`src/hw/rtl/cils_pkg.sv`:
```
// Shared types, codes and helper functions of the C integer literal scanner.
`timescale 1ns / 1ps

package cils_pkg;

    localparam int LLONG_BITS = 64;
    localparam int VALUE_W    = 64;
    localparam int WIDTH_W    = 7;

    localparam logic [1:0] RADIX_BIN = 2'd0;
    localparam logic [1:0] RADIX_OCT = 2'd1;
    localparam logic [1:0] RADIX_DEC = 2'd2;
    localparam logic [1:0] RADIX_HEX = 2'd3;

    localparam logic [1:0] SIZE_INT   = 2'd0;
    localparam logic [1:0] SIZE_LONG  = 2'd1;
    localparam logic [1:0] SIZE_LLONG = 2'd2;

    localparam logic [WIDTH_W-1:0] WIDTH_MIN   = 7'd8;
    localparam logic [WIDTH_W-1:0] WIDTH_MAX   = 7'd64;
    localparam logic [WIDTH_W-1:0] WIDTH_RESET = 7'd32;
    localparam logic [WIDTH_W-1:0] LLONG_WIDTH = WIDTH_W'(LLONG_BITS);

    localparam int OUT_W = 72;

    typedef struct packed {
        logic [VALUE_W-1:0] acc;
        logic [1:0]         radix;
        logic               has_digits;
        logic               digit_invalid;
        logic               overflowed;
        logic               unsigned_seen;
        logic [1:0]         size_class;
        logic               suffix_bad;
    } lit_rec_t;

    localparam lit_rec_t LIT_CLEAR = '{
        acc: '0, radix: RADIX_BIN, has_digits: 1'b0, digit_invalid: 1'b0,
        overflowed: 1'b0, unsigned_seen: 1'b0, size_class: SIZE_INT,
        suffix_bad: 1'b0
    };

    function automatic logic [WIDTH_W-1:0] sat_width(input logic [WIDTH_W-1:0] w);
        logic [WIDTH_W-1:0] r;
        r = w;
        if (w < WIDTH_MIN) begin
            r = WIDTH_MIN;
        end else if (w > WIDTH_MAX) begin
            r = WIDTH_MAX;
        end
        return r;
    endfunction

    // Mask of the bits at or above position w; empty when w reaches the value width.
    function automatic logic [VALUE_W-1:0] high_mask(input logic [WIDTH_W-1:0] w);
        logic [VALUE_W-1:0] m;
        m = '0;
        if (w < WIDTH_W'(VALUE_W)) begin
            m = {VALUE_W{1'b1}} << w[5:0];
        end
        return m;
    endfunction

endpackage

```
`src/hw/rtl/cils_front.sv`:
```
// Front scanner: accepts characters, accumulates digits and suffixes, pushes finished literals.
`timescale 1ns / 1ps

module cils_front import cils_pkg::*; (
    input  logic       aclk,
    input  logic       aresetn,
    input  logic       item_accept,
    input  logic [7:0] char_code,
    input  logic       end_of_input,
    output logic       rec_push,
    output lit_rec_t   rec_data
);

    localparam logic [2:0] PH_IDLE     = 3'd0;
    localparam logic [2:0] PH_ZERO     = 3'd1;
    localparam logic [2:0] PH_DIGITS   = 3'd2;
    localparam logic [2:0] PH_AFTER_U  = 3'd3;
    localparam logic [2:0] PH_AFTER_L  = 3'd4;
    localparam logic [2:0] PH_AFTER_LL = 3'd5;
    localparam logic [2:0] PH_AFTER_UL = 3'd6;
    localparam logic [2:0] PH_DONE     = 3'd7;

    localparam logic [7:0] CH_0     = 8'h30;
    localparam logic [7:0] CH_1     = 8'h31;
    localparam logic [7:0] CH_9     = 8'h39;
    localparam logic [7:0] CH_A     = 8'h61;
    localparam logic [7:0] CH_B     = 8'h62;
    localparam logic [7:0] CH_F     = 8'h66;
    localparam logic [7:0] CH_L     = 8'h6c;
    localparam logic [7:0] CH_L_UP  = 8'h4c;
    localparam logic [7:0] CH_U     = 8'h75;
    localparam logic [7:0] CH_X     = 8'h78;
    localparam logic [7:0] CH_Z     = 8'h7a;
    localparam logic [7:0] CH_UNDER = 8'h5f;
    localparam logic [7:0] CASE_BIT = 8'h20;

    logic [2:0] phase_reg, phase_next;
    lit_rec_t   lit_reg, lit_next;
    logic       flu_reg, flu_next;

    logic [7:0] lower;
    logic       is_num, is_hex_alpha, is_digit, is_word, is_l, is_u, same_l;
    logic [3:0] dval;

    assign lower        = char_code | CASE_BIT;
    assign is_num       = (char_code >= CH_0) && (char_code <= CH_9);
    assign is_hex_alpha = (lower >= CH_A) && (lower <= CH_F);
    assign is_digit     = is_num || is_hex_alpha;
    assign dval         = is_num ? char_code[3:0] : 4'(lower[3:0] + 4'd9);
    assign is_word      = (char_code == CH_UNDER) || ((lower >= CH_A) && (lower <= CH_Z));
    assign is_l         = (lower == CH_L);
    assign is_u         = (lower == CH_U);
    assign same_l       = (char_code == (flu_reg ? CH_L_UP : CH_L));

    always_comb begin
        lit_rec_t    cur;
        logic [2:0]  cph;
        logic        stop;
        logic        taken;
        logic [67:0] prod;
        logic [67:0] sum;
        logic        dig_bad;

        cur        = lit_reg;
        cph        = phase_reg;
        stop       = 1'b0;
        taken      = 1'b0;
        flu_next   = flu_reg;
        rec_push   = 1'b0;
        rec_data   = lit_reg;
        prod       = '0;
        sum        = '0;
        dig_bad    = 1'b0;

        if (item_accept) begin
            if (cph == PH_ZERO) begin
                if (!end_of_input && (lower == CH_X)) begin
                    cur.radix = RADIX_HEX;
                    cph       = PH_DIGITS;
                    stop      = 1'b1;
                end else if (!end_of_input && (lower == CH_B)) begin
                    cur.radix = RADIX_BIN;
                    cph       = PH_DIGITS;
                    stop      = 1'b1;
                end else begin
                    cur.radix      = RADIX_OCT;
                    cur.has_digits = 1'b1;
                    cph            = PH_DIGITS;
                end
            end

            if (!stop) begin
                if (end_of_input) begin
                    if (cph != PH_IDLE) begin
                        rec_push = 1'b1;
                        rec_data = cur;
                    end
                    cur      = LIT_CLEAR;
                    flu_next = 1'b0;
                    cph      = PH_IDLE;
                end else begin
                    if (cph != PH_IDLE) begin
                        unique case (cur.radix)
                            RADIX_BIN: prod = {3'b000, cur.acc, 1'b0};
                            RADIX_OCT: prod = {1'b0, cur.acc, 3'b000};
                            RADIX_DEC: prod = {1'b0, cur.acc, 3'b000}
                                            + {3'b000, cur.acc, 1'b0};
                            RADIX_HEX: prod = {cur.acc, 4'b0000};
                            default:   prod = '0;
                        endcase
                        sum = prod + {64'd0, dval};
                        unique case (cur.radix)
                            RADIX_BIN: dig_bad = (dval >= 4'd2);
                            RADIX_OCT: dig_bad = (dval >= 4'd8);
                            RADIX_DEC: dig_bad = (dval >= 4'd10);
                            RADIX_HEX: dig_bad = 1'b0;
                            default:   dig_bad = 1'b0;
                        endcase

                        unique case (cph)
                            PH_DIGITS: begin
                                if (is_digit) begin
                                    cur.digit_invalid = cur.digit_invalid | dig_bad;
                                    cur.overflowed    = cur.overflowed | (|sum[67:64]);
                                    cur.acc           = sum[63:0];
                                    cur.has_digits    = 1'b1;
                                    taken             = 1'b1;
                                end else if (is_u) begin
                                    cur.unsigned_seen = 1'b1;
                                    cph               = PH_AFTER_U;
                                    taken             = 1'b1;
                                end else if (is_l) begin
                                    flu_next       = (char_code == CH_L_UP);
                                    cur.size_class = SIZE_LONG;
                                    cph            = PH_AFTER_L;
                                    taken          = 1'b1;
                                end
                            end
                            PH_AFTER_U: begin
                                if (is_l) begin
                                    flu_next       = (char_code == CH_L_UP);
                                    cur.size_class = SIZE_LONG;
                                    cph            = PH_AFTER_UL;
                                    taken          = 1'b1;
                                end
                            end
                            PH_AFTER_L: begin
                                if (same_l) begin
                                    cur.size_class = SIZE_LLONG;
                                    cph            = PH_AFTER_LL;
                                    taken          = 1'b1;
                                end else if (is_u) begin
                                    cur.unsigned_seen = 1'b1;
                                    cph               = PH_DONE;
                                    taken             = 1'b1;
                                end else if (is_word) begin
                                    cur.size_class = SIZE_INT;
                                end
                            end
                            PH_AFTER_LL: begin
                                if (is_u) begin
                                    cur.unsigned_seen = 1'b1;
                                    cph               = PH_DONE;
                                    taken             = 1'b1;
                                end
                            end
                            PH_AFTER_UL: begin
                                if (same_l) begin
                                    cur.size_class = SIZE_LLONG;
                                    cph            = PH_DONE;
                                    taken          = 1'b1;
                                end else if (is_word && !is_u) begin
                                    cur.size_class = SIZE_INT;
                                end
                            end
                            default: begin
                                taken = 1'b0;
                            end
                        endcase

                        if (!taken) begin
                            if (is_word) begin
                                cur.suffix_bad = 1'b1;
                            end
                            rec_push = 1'b1;
                            rec_data = cur;
                        end
                    end

                    // A character that does not continue a literal may start the next one.
                    if ((cph == PH_IDLE) || !taken) begin
                        cur      = LIT_CLEAR;
                        flu_next = 1'b0;
                        cph      = PH_IDLE;
                        if (char_code == CH_0) begin
                            cph = PH_ZERO;
                        end else if ((char_code >= CH_1) && (char_code <= CH_9)) begin
                            cur.radix      = RADIX_DEC;
                            cur.acc        = {60'd0, char_code[3:0]};
                            cur.has_digits = 1'b1;
                            cph            = PH_DIGITS;
                        end
                    end
                end
            end
        end

        lit_next   = cur;
        phase_next = cph;
    end

    always_ff @(posedge aclk) begin
        if (!aresetn) begin
            phase_reg <= PH_IDLE;
            lit_reg   <= LIT_CLEAR;
            flu_reg   <= 1'b0;
        end else begin
            phase_reg <= phase_next;
            lit_reg   <= lit_next;
            flu_reg   <= flu_next;
        end
    end

endmodule

```
`src/hw/rtl/cils_queue.sv`:
```
// Two-entry queue that carries finished literals from the scanner to the classifier.
`timescale 1ns / 1ps

module cils_queue import cils_pkg::*; (
    input  logic     aclk,
    input  logic     aresetn,
    input  logic     push,
    input  lit_rec_t push_data,
    input  logic     pop,
    output logic     not_empty,
    output logic     full,
    output lit_rec_t head_data
);

    lit_rec_t   mem_reg [2];
    logic       wr_ptr_reg, wr_ptr_next;
    logic       rd_ptr_reg, rd_ptr_next;
    logic [1:0] count_reg, count_next;

    assign not_empty = (count_reg != 2'd0);
    assign full      = (count_reg == 2'd2);
    assign head_data = mem_reg[rd_ptr_reg];

    always_comb begin
        wr_ptr_next = push ? ~wr_ptr_reg : wr_ptr_reg;
        rd_ptr_next = pop ? ~rd_ptr_reg : rd_ptr_reg;
        count_next  = count_reg;
        if (push && !pop) begin
            count_next = 2'(count_reg + 2'd1);
        end else if (!push && pop) begin
            count_next = 2'(count_reg - 2'd1);
        end
    end

    always_ff @(posedge aclk) begin
        if (push) begin
            mem_reg[wr_ptr_reg] <= push_data;
        end
    end

    always_ff @(posedge aclk) begin
        if (!aresetn) begin
            wr_ptr_reg <= 1'b0;
            rd_ptr_reg <= 1'b0;
            count_reg  <= 2'd0;
        end else begin
            wr_ptr_reg <= wr_ptr_next;
            rd_ptr_reg <= rd_ptr_next;
            count_reg  <= count_next;
        end
    end

endmodule

```
`src/hw/rtl/cils_back.sv`:
```
// Back end: decides validity and type of a finished literal and holds the result word.
`timescale 1ns / 1ps

module cils_back import cils_pkg::*; (
    input  logic               aclk,
    input  logic               aresetn,
    input  logic               rec_ready,
    input  lit_rec_t           rec_data,
    output logic               rec_pop,
    input  logic [WIDTH_W-1:0] int_width_bits,
    input  logic [WIDTH_W-1:0] long_width_bits,
    output logic               m_tvalid,
    input  logic               m_tready,
    output logic [OUT_W-1:0]   m_tdata
);

    logic               m_tvalid_reg, m_tvalid_next;
    logic [OUT_W-1:0]   m_tdata_reg;
    logic [OUT_W-1:0]   word;
    logic [WIDTH_W-1:0] iw, lw, bits;
    logic               valid, fits_int, fits_long, uns;
    logic [1:0]         cls, cls_val;
    logic [2:0]         tcode;

    assign iw        = sat_width(int_width_bits);
    assign lw        = sat_width(long_width_bits);
    assign valid     = rec_data.has_digits && !rec_data.digit_invalid;
    assign fits_int  = ((rec_data.acc & high_mask(iw)) == '0);
    assign fits_long = ((rec_data.acc & high_mask(lw)) == '0);
    assign cls_val   = fits_int ? SIZE_INT : (fits_long ? SIZE_LONG : SIZE_LLONG);
    assign cls       = (rec_data.size_class > cls_val) ? rec_data.size_class : cls_val;

    always_comb begin
        unique case (cls)
            SIZE_INT:  bits = iw;
            SIZE_LONG: bits = lw;
            default:   bits = LLONG_WIDTH;
        endcase
    end

    assign uns   = rec_data.unsigned_seen
                 || ((rec_data.acc & high_mask(7'(bits - 7'd1))) != '0);
    assign tcode = valid ? {cls, uns} : 3'd0;

    assign word = {rec_data.suffix_bad && rec_data.has_digits,
                   valid && rec_data.overflowed,
                   rec_data.radix,
                   tcode,
                   valid ? rec_data.acc : 64'd0,
                   valid};

    assign rec_pop       = rec_ready && (!m_tvalid_reg || m_tready);
    assign m_tvalid_next = rec_pop || (m_tvalid_reg && !m_tready);
    assign m_tvalid      = m_tvalid_reg;
    assign m_tdata       = m_tdata_reg;

    always_ff @(posedge aclk) begin
        if (rec_pop) begin
            m_tdata_reg <= word;
        end
    end

    always_ff @(posedge aclk) begin
        if (!aresetn) begin
            m_tvalid_reg <= 1'b0;
        end else begin
            m_tvalid_reg <= m_tvalid_next;
        end
    end

endmodule

```
`src/hw/rtl/c_integer_literal_scanner.sv`:
```
// Top level of the C integer literal scanner with its register port.
`timescale 1ns / 1ps

// The scanner takes one source character a cycle while its result queue is
// not full, and recognises C integer constants in decimal, octal, hexadecimal
// and binary, with the u, l, ll and combined suffixes. A constant is reported
// by one result word when the first character that does not belong to it
// arrives, or on an end-of-input word; that character then starts the next
// scan. Its record passes through the queue into the registered result word.
// Each digit is added in by the scanner's shift-and-add accumulator, and a
// two-word queue feeding the result register lets the input run on while a
// result waits to be taken. The int and long widths used for type selection
// live at byte addresses 0 and 4, reset to 32, and are clamped to 8..64 where
// used (a read returns the raw value); they are to be written only while no literal is in flight.
module c_integer_literal_scanner import cils_pkg::*; (
    input  logic         aclk,
    input  logic         aresetn,
    input  logic         psel,
    input  logic         penable,
    input  logic         pwrite,
    input  logic [2:0]   paddr,
    input  logic [31:0]  pwdata,
    output logic [31:0]  prdata,
    output logic         pready,
    input  logic         s_tvalid,
    output logic         s_tready,
    input  logic [7:0]   s_tdata,   // char_code
    input  logic         s_tlast,   // end_of_input
    output logic         m_tvalid,
    input  logic         m_tready,
    // is_valid[0], literal_value[64:1], type_code[67:65], radix_code[69:68],
    // was_truncated[70], suffix_error[71]
    output logic [71:0]  m_tdata
);

    logic [WIDTH_W-1:0] int_w_reg, int_w_next;
    logic [WIDTH_W-1:0] long_w_reg, long_w_next;
    logic               cfg_write;
    logic               item_accept;
    logic               rec_push, rec_pop, q_not_empty, q_full;
    lit_rec_t           rec_in, rec_head;

    assign pready    = 1'b1;
    assign cfg_write = psel && penable && pwrite && pready;
    assign prdata    = {25'd0, paddr[2] ? long_w_reg : int_w_reg};

    always_comb begin
        int_w_next  = int_w_reg;
        long_w_next = long_w_reg;
        if (cfg_write) begin
            if (paddr[2]) begin
                long_w_next = pwdata[WIDTH_W-1:0];
            end else begin
                int_w_next = pwdata[WIDTH_W-1:0];
            end
        end
    end

    always_ff @(posedge aclk) begin
        if (!aresetn) begin
            int_w_reg  <= WIDTH_RESET;
            long_w_reg <= WIDTH_RESET;
        end else begin
            int_w_reg  <= int_w_next;
            long_w_reg <= long_w_next;
        end
    end

    assign s_tready    = !q_full;
    assign item_accept = s_tvalid && s_tready;

    cils_front u_front (
        .aclk         (aclk),
        .aresetn      (aresetn),
        .item_accept  (item_accept),
        .char_code    (s_tdata),
        .end_of_input (s_tlast),
        .rec_push     (rec_push),
        .rec_data     (rec_in)
    );

    cils_queue u_queue (
        .aclk      (aclk),
        .aresetn   (aresetn),
        .push      (rec_push),
        .push_data (rec_in),
        .pop       (rec_pop),
        .not_empty (q_not_empty),
        .full      (q_full),
        .head_data (rec_head)
    );

    cils_back u_back (
        .aclk            (aclk),
        .aresetn         (aresetn),
        .rec_ready       (q_not_empty),
        .rec_data        (rec_head),
        .rec_pop         (rec_pop),
        .int_width_bits  (int_w_reg),
        .long_width_bits (long_w_reg),
        .m_tvalid        (m_tvalid),
        .m_tready        (m_tready),
        .m_tdata         (m_tdata)
    );

endmodule
```
`config.mk`:
```
export PLATFORM = sky130hd
export DESIGN_NAME = c_integer_literal_scanner
export DESIGN_NICKNAME = d
export VERILOG_FILES = /design/src/hw/rtl/cils_pkg.sv /design/src/hw/rtl/cils_front.sv /design/src/hw/rtl/cils_queue.sv /design/src/hw/rtl/cils_back.sv /design/src/hw/rtl/c_integer_literal_scanner.sv
export SDC_FILE = /design/constraint.sdc
export NUM_CORES = 1
export LEC_CHECK = 0
export BUFFER_PORTS_ARGS = -buffer_cell sky130_fd_sc_hd__buf_2
export CAP_MARGIN = 20
export CELL_PAD_IN_SITES_DETAIL_PLACEMENT = 0
export CELL_PAD_IN_SITES_GLOBAL_PLACEMENT = 2
export CORE_MARGIN = 3
export CORE_UTILIZATION = 41
export DETAILED_ROUTE_END_ITERATION = 10
export GPL_TIMING_DRIVEN = 0
export PLACE_DENSITY = 0.85
export SYNTH_ARGS = -nofsm -noshare
export SYNTH_HDL_FRONTEND = slang
export SYNTH_SLANG_ARGS = --single-unit
```
`constraint.sdc`:
```
create_clock -name aclk -period 15.7 [get_ports aclk]
set_input_delay 2.355 -clock aclk [delete_from_list [all_inputs] [get_ports aclk]]
set_output_delay 2.355 -clock aclk [all_outputs]
set_load 0.01 [all_outputs]
```
; After elaboration in Yosys (flattened, before gate mapping)
; Memory sizes are Yosys's and may differ from the RTL's. A register that Yosys moved wholly into a read port is not among the register bits.
; Index checks and enable logic that the tools add are counted.
[totals]
input_bits = 51
memories = 1
wordCells = 243
regBits = 168
mem_bits_rw = 146
out_inout_bits = 107
[op_classes]
n_eq_ne = 22
n_shift = 3
n_mux = 118
n_bitwise = 9
reduce_logical = 49
add_sub_neg = 6
magnitude_cmp = 17
[mem_list]
columns = memory, depth, width, read_ports, rd_clocked_by_memory_dff, wr, line
row1 = u_queue.mem_reg, 2, 73, 1, 1, 1, cils_queue.sv:15  ; lit_rec_t mem_reg [2];
[ops]
columns = operator, n
row1 = $mux 73, 7
row2 = $mux 64, 6
row3 = $mux 68, 4
row4 = $pmux 68 s4, 1
row5 = $and 64x64->64, 3
row6 = $shl 64x6->64 const A, 3
row7 = $logic_not 64->1, 2
row8 = $add 67x65->68, 1
row9 = $add 68x4->68, 1
row10 = $mux 67, 1
row11 = $mux 3, 22
row12 = $reduce_bool 64->1, 1
row13 = $mux 7, 7
row14 = $mux 1, 45
row15 = $eq 7x6->1 const B, 4
row16 = $mux 2, 14
row17 = $lt 7x7->1 const B, 3
row18 = $mux 9, 2
row19 = $logic_and 1x1->1, 17
row20 = $eq 8x7->1 const B, 2
row21 = $ge 8x6->1 const B, 2
row22 = $le 8x7->1 const B, 2
row23 = $pmux 3 s5, 1
row24 = $gt 7x7->1 const B, 2
row25 = 41 further kinds, 71

; Logic depth before layout (Yosys ltp)
[depth]
word_depth = 22
depth_mapped = 36

; Modules after synthesis
; From an unflattened synthesis, not the netlist that was laid out.
[hier_totals]
hier_cells = 2702
area_unflattened_um2 = 24039.3
[by_module_without_submodules]
columns = module, instances, cells_per_inst, seq_area_each_um2, area_per_inst_um2
row1 = cils_front, 1, 1701, 1541.5, 11952.7
row2 = cils_back, 1, 659, 2182.1, 5713.0
row3 = cils_queue, 1, 249, 4484.3, 5514.0
row4 = c_integer_literal_scanner, 1, 93, 280.3, 859.6

; Worst setup path after synthesis
; OpenSTA, ideal clock, no wires.
[synth_path]
path_type = input -> register
startpoint = input s_tdata[1]
endpoint = register u_front.lit_reg[4] in the netlist's numbering
n_path_buf = 8
cell_stages = 29
t_arrival_ns = 8.112
path_slack_ns = 7.466
cell_sequence = inv_1 > ha_1 > nand3_1 > or4_4 > buf_6 > nand2_2 > buf_6 > buf_6 > buf_4 > buf_2 > buf_1 > buf_2 > clkbuf_1 > nor2_1 > a21o_1 > ha_1 > a21o_1 > nand2_1 > inv_1 > nand3_1 > or4_4 > nor4_4 > nand4_2 > nor4b_4 > nand2_2 > nor4_4 > or4b_1 > a21oi_1 > a211oi_2
[synth_via]
elab_chain_len = 20
[synth_lines]
columns = item, line
row1 = from (decl), c_integer_literal_scanner.sv:27  ; input logic [7:0] s_tdata,
row2 = $eq 7x6->1, cils_front.sv:81  ; end else if (!end_of_input && (lower == CH_B)) begin
row3 = $logic_and 1x1->1, cils_front.sv:81
row4 = $mux 1, cils_front.sv:81
row5 = $mux 2, cils_front.sv:77  ; if (!end_of_input && (lower == CH_X)) begin
row6 = $mux 3, cils_front.sv:76  ; if (cph == PH_ZERO) begin
row7 = $mux 3, cils_front.sv:75  ; if (item_accept) begin
row8 = "$eq 2x2->1, or another cell as far along", cils_front.sv:103  ; unique case (cur.radix)
row9 = $pmux 68 s4, cils_front.sv:103
row10 = [... 4 more ...], n/a
row11 = $add 68x4->68, cils_front.sv:111  ; sum = prod + {64'd0, dval};
row12 = $reduce_or 4->1, cils_front.sv:124  ; cur.overflowed = cur.overflowed | (|sum[67:64]);
row13 = $or 1x1->1, cils_front.sv:124
row14 = $mux 3, cils_front.sv:122  ; if (is_digit) begin
row15 = $mux 3, cils_front.sv:120  ; unique case (cph)
row16 = $mux 7, cils_front.sv:102  ; if (cph != PH_IDLE) begin
row17 = $mux 73, cils_front.sv:191  ; if ((cph == PH_IDLE) || !taken) begin
row18 = $mux 73, cils_front.sv:93  ; if (end_of_input) begin
row19 = to (signal assigned), cils_front.sv:219  ; lit_reg <= lit_next;
row20 = to (decl), cils_front.sv:38  ; lit_rec_t lit_reg, lit_next;
; Parallel ways exist; a longest one is shown, timed or not. The select of a mux whose other input is x is not followed.
; A chain may end at the register's enable or synchronous reset.

; Worst setup path in the final report
[layout_path]
startpoint = input s_tdata[0]
endpoint = register u_front.lit_reg[4] in the netlist's numbering
; Same word-level chain as after synthesis.

==> impl_metrics.csv <==
group,metric,value,unit
worst_setup_path,cp-start-kind,"input pin",
routing,routed_wl,91200,um
finish,largest_register_ffs,146,
clocking,cts_buffers,30,
min_path,hold_depth,2,
synthesis,synth-adder-area-share,0.0441,
power,seqPwrFrac,0.397,
sta,clock_skew,0.0150,ns
routing,drt.antenna.violating_nets,0,
sta,finalWorstSetupSlack,5.35,ns
job,maxCapViolCount,0,
power,vdd_ir_drop_max,0.114,mV
sta,setup_viol,0,
routing,detail_route.wl_per_cell,24.5,um
grt,grt_pass1_vias,22100,
placed_design,dp_hpwl,71400,um
placed_design,port-buffer-count,102,
sta,hold_viol,0,
sta,tightest_slew,1.13,ns
routing,vias_per_cell,6.05,
floorplanning,die_h,246,um
routing,drc_errors,0,
grt,grt.total_usage,0.294,
synthesis,synth_cells,2768,
synthesis,synth_top_area_share,0.277,
placed_design,gp_congestion,0.973,
clocking,clock-sinks,315,
synthesis,synth.lib_cells_used.distinct,97,
synthesis,synth.ff_latch_count,315,
synthesis,synth-async-reset-ratio,0,
clocking,ctsRootBufferMaster,"clkbuf_16",
power,switching_share,0.358,
sta,rsz0062_at_grt,"no",
synthesis,yosysWarnings,0,
clocking,postCtsSetupBuffers,0,
synthesis,synth_top_family_by_area,"compound AO/OA/AOI/OAI gates",
synthesis,synth_compound_area_frac,0.237,
finish,final.fill_count,5594,
finish,n_antenna_cell,0,
clocking,cts_resized,0,
floorplanning,placeableCoreArea,56700,um2
grt,overflow,0,
placed_design,place_ws,4.80,ns
clocking,clk_path_buf_depth,3,
synthesis,synth_edf_count,218,
clocking,insertion_delay,0.58,ns
sta,min_period_over_period,0.659,
sta,slew_viol_final,0,
synthesis,syn_avg_cell_area,8.55,um2
finish,post-route-util,0.465,
synthesis,synth_area,23700,um2
clocking,cts_tree,"done",
power,p_leak,9.77,nW
synthesis,synth_top_cells_by_area,"edfxtp_1 (28%), dfxtp_1 (8.2%), nand2_1 (4.3%), ha_1 (4.1%), nor2_1 (4.0%)",
power,switchingPower,0.000933,W
worst_setup_path,cp_num_cells,28,
worst_setup_path,slowest_delay,0.73,ns
floorplanning,pin_count,158,
power,clockPowerShare,0.274,
worst_setup_path,crit_family,"simple AND/OR/NAND/NOR gates",
finish,nets,3066,
synthesis,ys_seq_area_frac,0.359,
routing,dr.first_iter.drc_count,2206,
grt,antenna_found_initial,2,
routing,vias,22500,
sta,fmax,96.6,MHz
floorplanning,row_count,87,
routing,first_pass_iters,6,
synthesis,muxShareOfSynthArea,0.0494,
worst_setup_path,cp_max_fo,10,
min_path,hp-class,"reg -> reg",
finish,drive_above_1_share,0.100,
placed_design,placed_area,25400,um2
worst_setup_path,cp.arrival,10.81,ns
worst_setup_path,crit_top_cell,"clkbuf_1",
synthesis,ys.flop_type,"edfxtp_1",
power,pwr-share-comb,0.330,
power,p_int,0.00168,W
floorplanning,initial_core_util,0.417,
grt,grt_pass1_wl,137000,um
sta,maxSlewHeadroom,0.223,
clocking,h-tree-depth,1,
clocking,holdBufCountCts,0,
worst_setup_path,r2r_cells,32,
worst_setup_path,endpoint_kind,"flip-flop",
worst_setup_path,slowest_stage,"clkbuf_1",
sta,final.min_clock_period,10.35,ns
floorplanning,die-area,60700,um2
clocking,path_clk_slew,0.06,ns
synthesis,yosys.area_share.simple,0.221,
finish,areaGrowthSynthToFinish,11.3,%
sta,setup_tns,0,ns
power,powerDensity,99.0,nW/um2
synthesis,synth_top_area_cell,"edfxtp_1",
grt,grt_max_degree,68,
finish,fin_area,26400,um2
run_status,status,"finished clean",
worst_setup_path,crit_buf_inv,9,
worst_setup_path,critical_path_class,"in -> reg",
worst_setup_path,cp.required,16.15,ns
floorplanning,dieWidth,246,um
synthesis,synth-xor-area-share,0.0337,
==> cell usage after synthesis, drive strengths merged (29+ instances only) <==
master	n
nand2b	29
a211oi	33
a21o	81
a21oi	178
and3	31
nand3	68
xnor2	58
edfxtp	218
a22oi	70
dfxtp	97
nand4	37
mux2i	83
a31oi	41
buf	74
nor3	76
inv	42
nor2	253
clkbuf	188
o211ai	32
ha	77
nor2b	92
o21ai	130
and2	37
nand2	277
xor2	33
==> path summary, 6_finish.rpt <==
kind | start | slack [ns] | end
setup / recovery | s_tdata[0] | 5.35 | u_front.lit_reg[4]$_SDFFE_PN0P_
hold / removal | u_front.lit_reg[1]$_SDFFE_PN0P_ | 0.48 | u_front.lit_reg[1]$_SDFFE_PN0P_
setup reg to reg | flip-flop | 5.36 | u_back.m_tdata[65]$_SDFFCE_PN0P_
hold reg to reg | u_front.lit_reg[1]$_SDFFE_PN0P_ | 0.48 | u_front.lit_reg[1]$_SDFFE_PN0P_
==> cells by family after synthesis <==
group	after synthesis
other	2
buffers and inverters	304
adder cells (fa/ha/maj)	83
AO/OA/AOI/OAI	822
AND/OR/NAND/NOR	1039
XOR/XNOR	91
flip-flops	315
multiplexers	112
==> metal layers <==
metal  share of wire  routed length, um  up-vias  GRT usage
met4           0.043               3950        2      0.120
met3           0.063               5750      204     0.0269
met2            0.46              41900      858      0.485
met1            0.43              39600    10800      0.397
li1                -                  -    10600          -
met5         0.00014                 13        -          0
==> layout make-up <==
class                      instances  area, um2  area share
multi-input combinational       2173      14000       0.530
sequential                       315       8490       0.322
buffer                           262       1160      0.0439
tap                              756        946      0.0359
clock buffer                      45        870      0.0330
timing repair buffer             112        653      0.0248
inverter                          42        158     0.00598
clock inverter                    11        108     0.00408
==> placed cells by master (no fill, tap or decap), drive strengths merged, types with 26 or more instances in the layout <==
cell type  count
nand3         68
xnor2         58
buf          186
nand4         37
xor2          33
inv           44
a211oi        33
nor2         253
edfxtp       218
a22oi         70
nand2b        29
clkbuf       233
a21o          81
and2          37
a31oi         41
ha            77
mux2i         83
a21oi        178
nand2        277
mux2          28
nor3          76
o211ai        32
o21ai        130
or3           28
nor2b         92
and3          31
dfxtp         97
conb          26
==> metrics by stage <==
stage / hold WS (ns) / std cells / total power (W)
after floorplan: 0.435 / 2792 / 0.00156
after detailed placement: 0.470 / 3658 / 0.00190
final: 0.476 / 3716 / 0.00261
after global placement: 0.462 / 3650 / 0.00190
after global routing: 0.502 / 3716 / 0.00272
after CTS: 0.479 / 3714 / 0.00262
==> tightest hold or removal path, cell delays in order (launching register included) <==
cell and delay, ns:
dfxtp_1 0.31, nand2_1 0.05, a21boi_0 0.07
==> power by group through the flow <==
stage | combinational [W] | sequential (W) | clock [W]
6_report | 0.000860 | 0.00104 | 0.000713
5_1_grt | 0.000916 | 0.00104 | 0.000757
4_1_cts | 0.000853 | 0.00104 | 0.000726
3_5_place_dp | 0.000849 | 0.00105 | 0
3_3_place_gp | 0.000825 | 0.00107 | 0
2_1_floorplan | 0.000464 | 0.00110 | 0
Power figures use the tool's default switching activity.
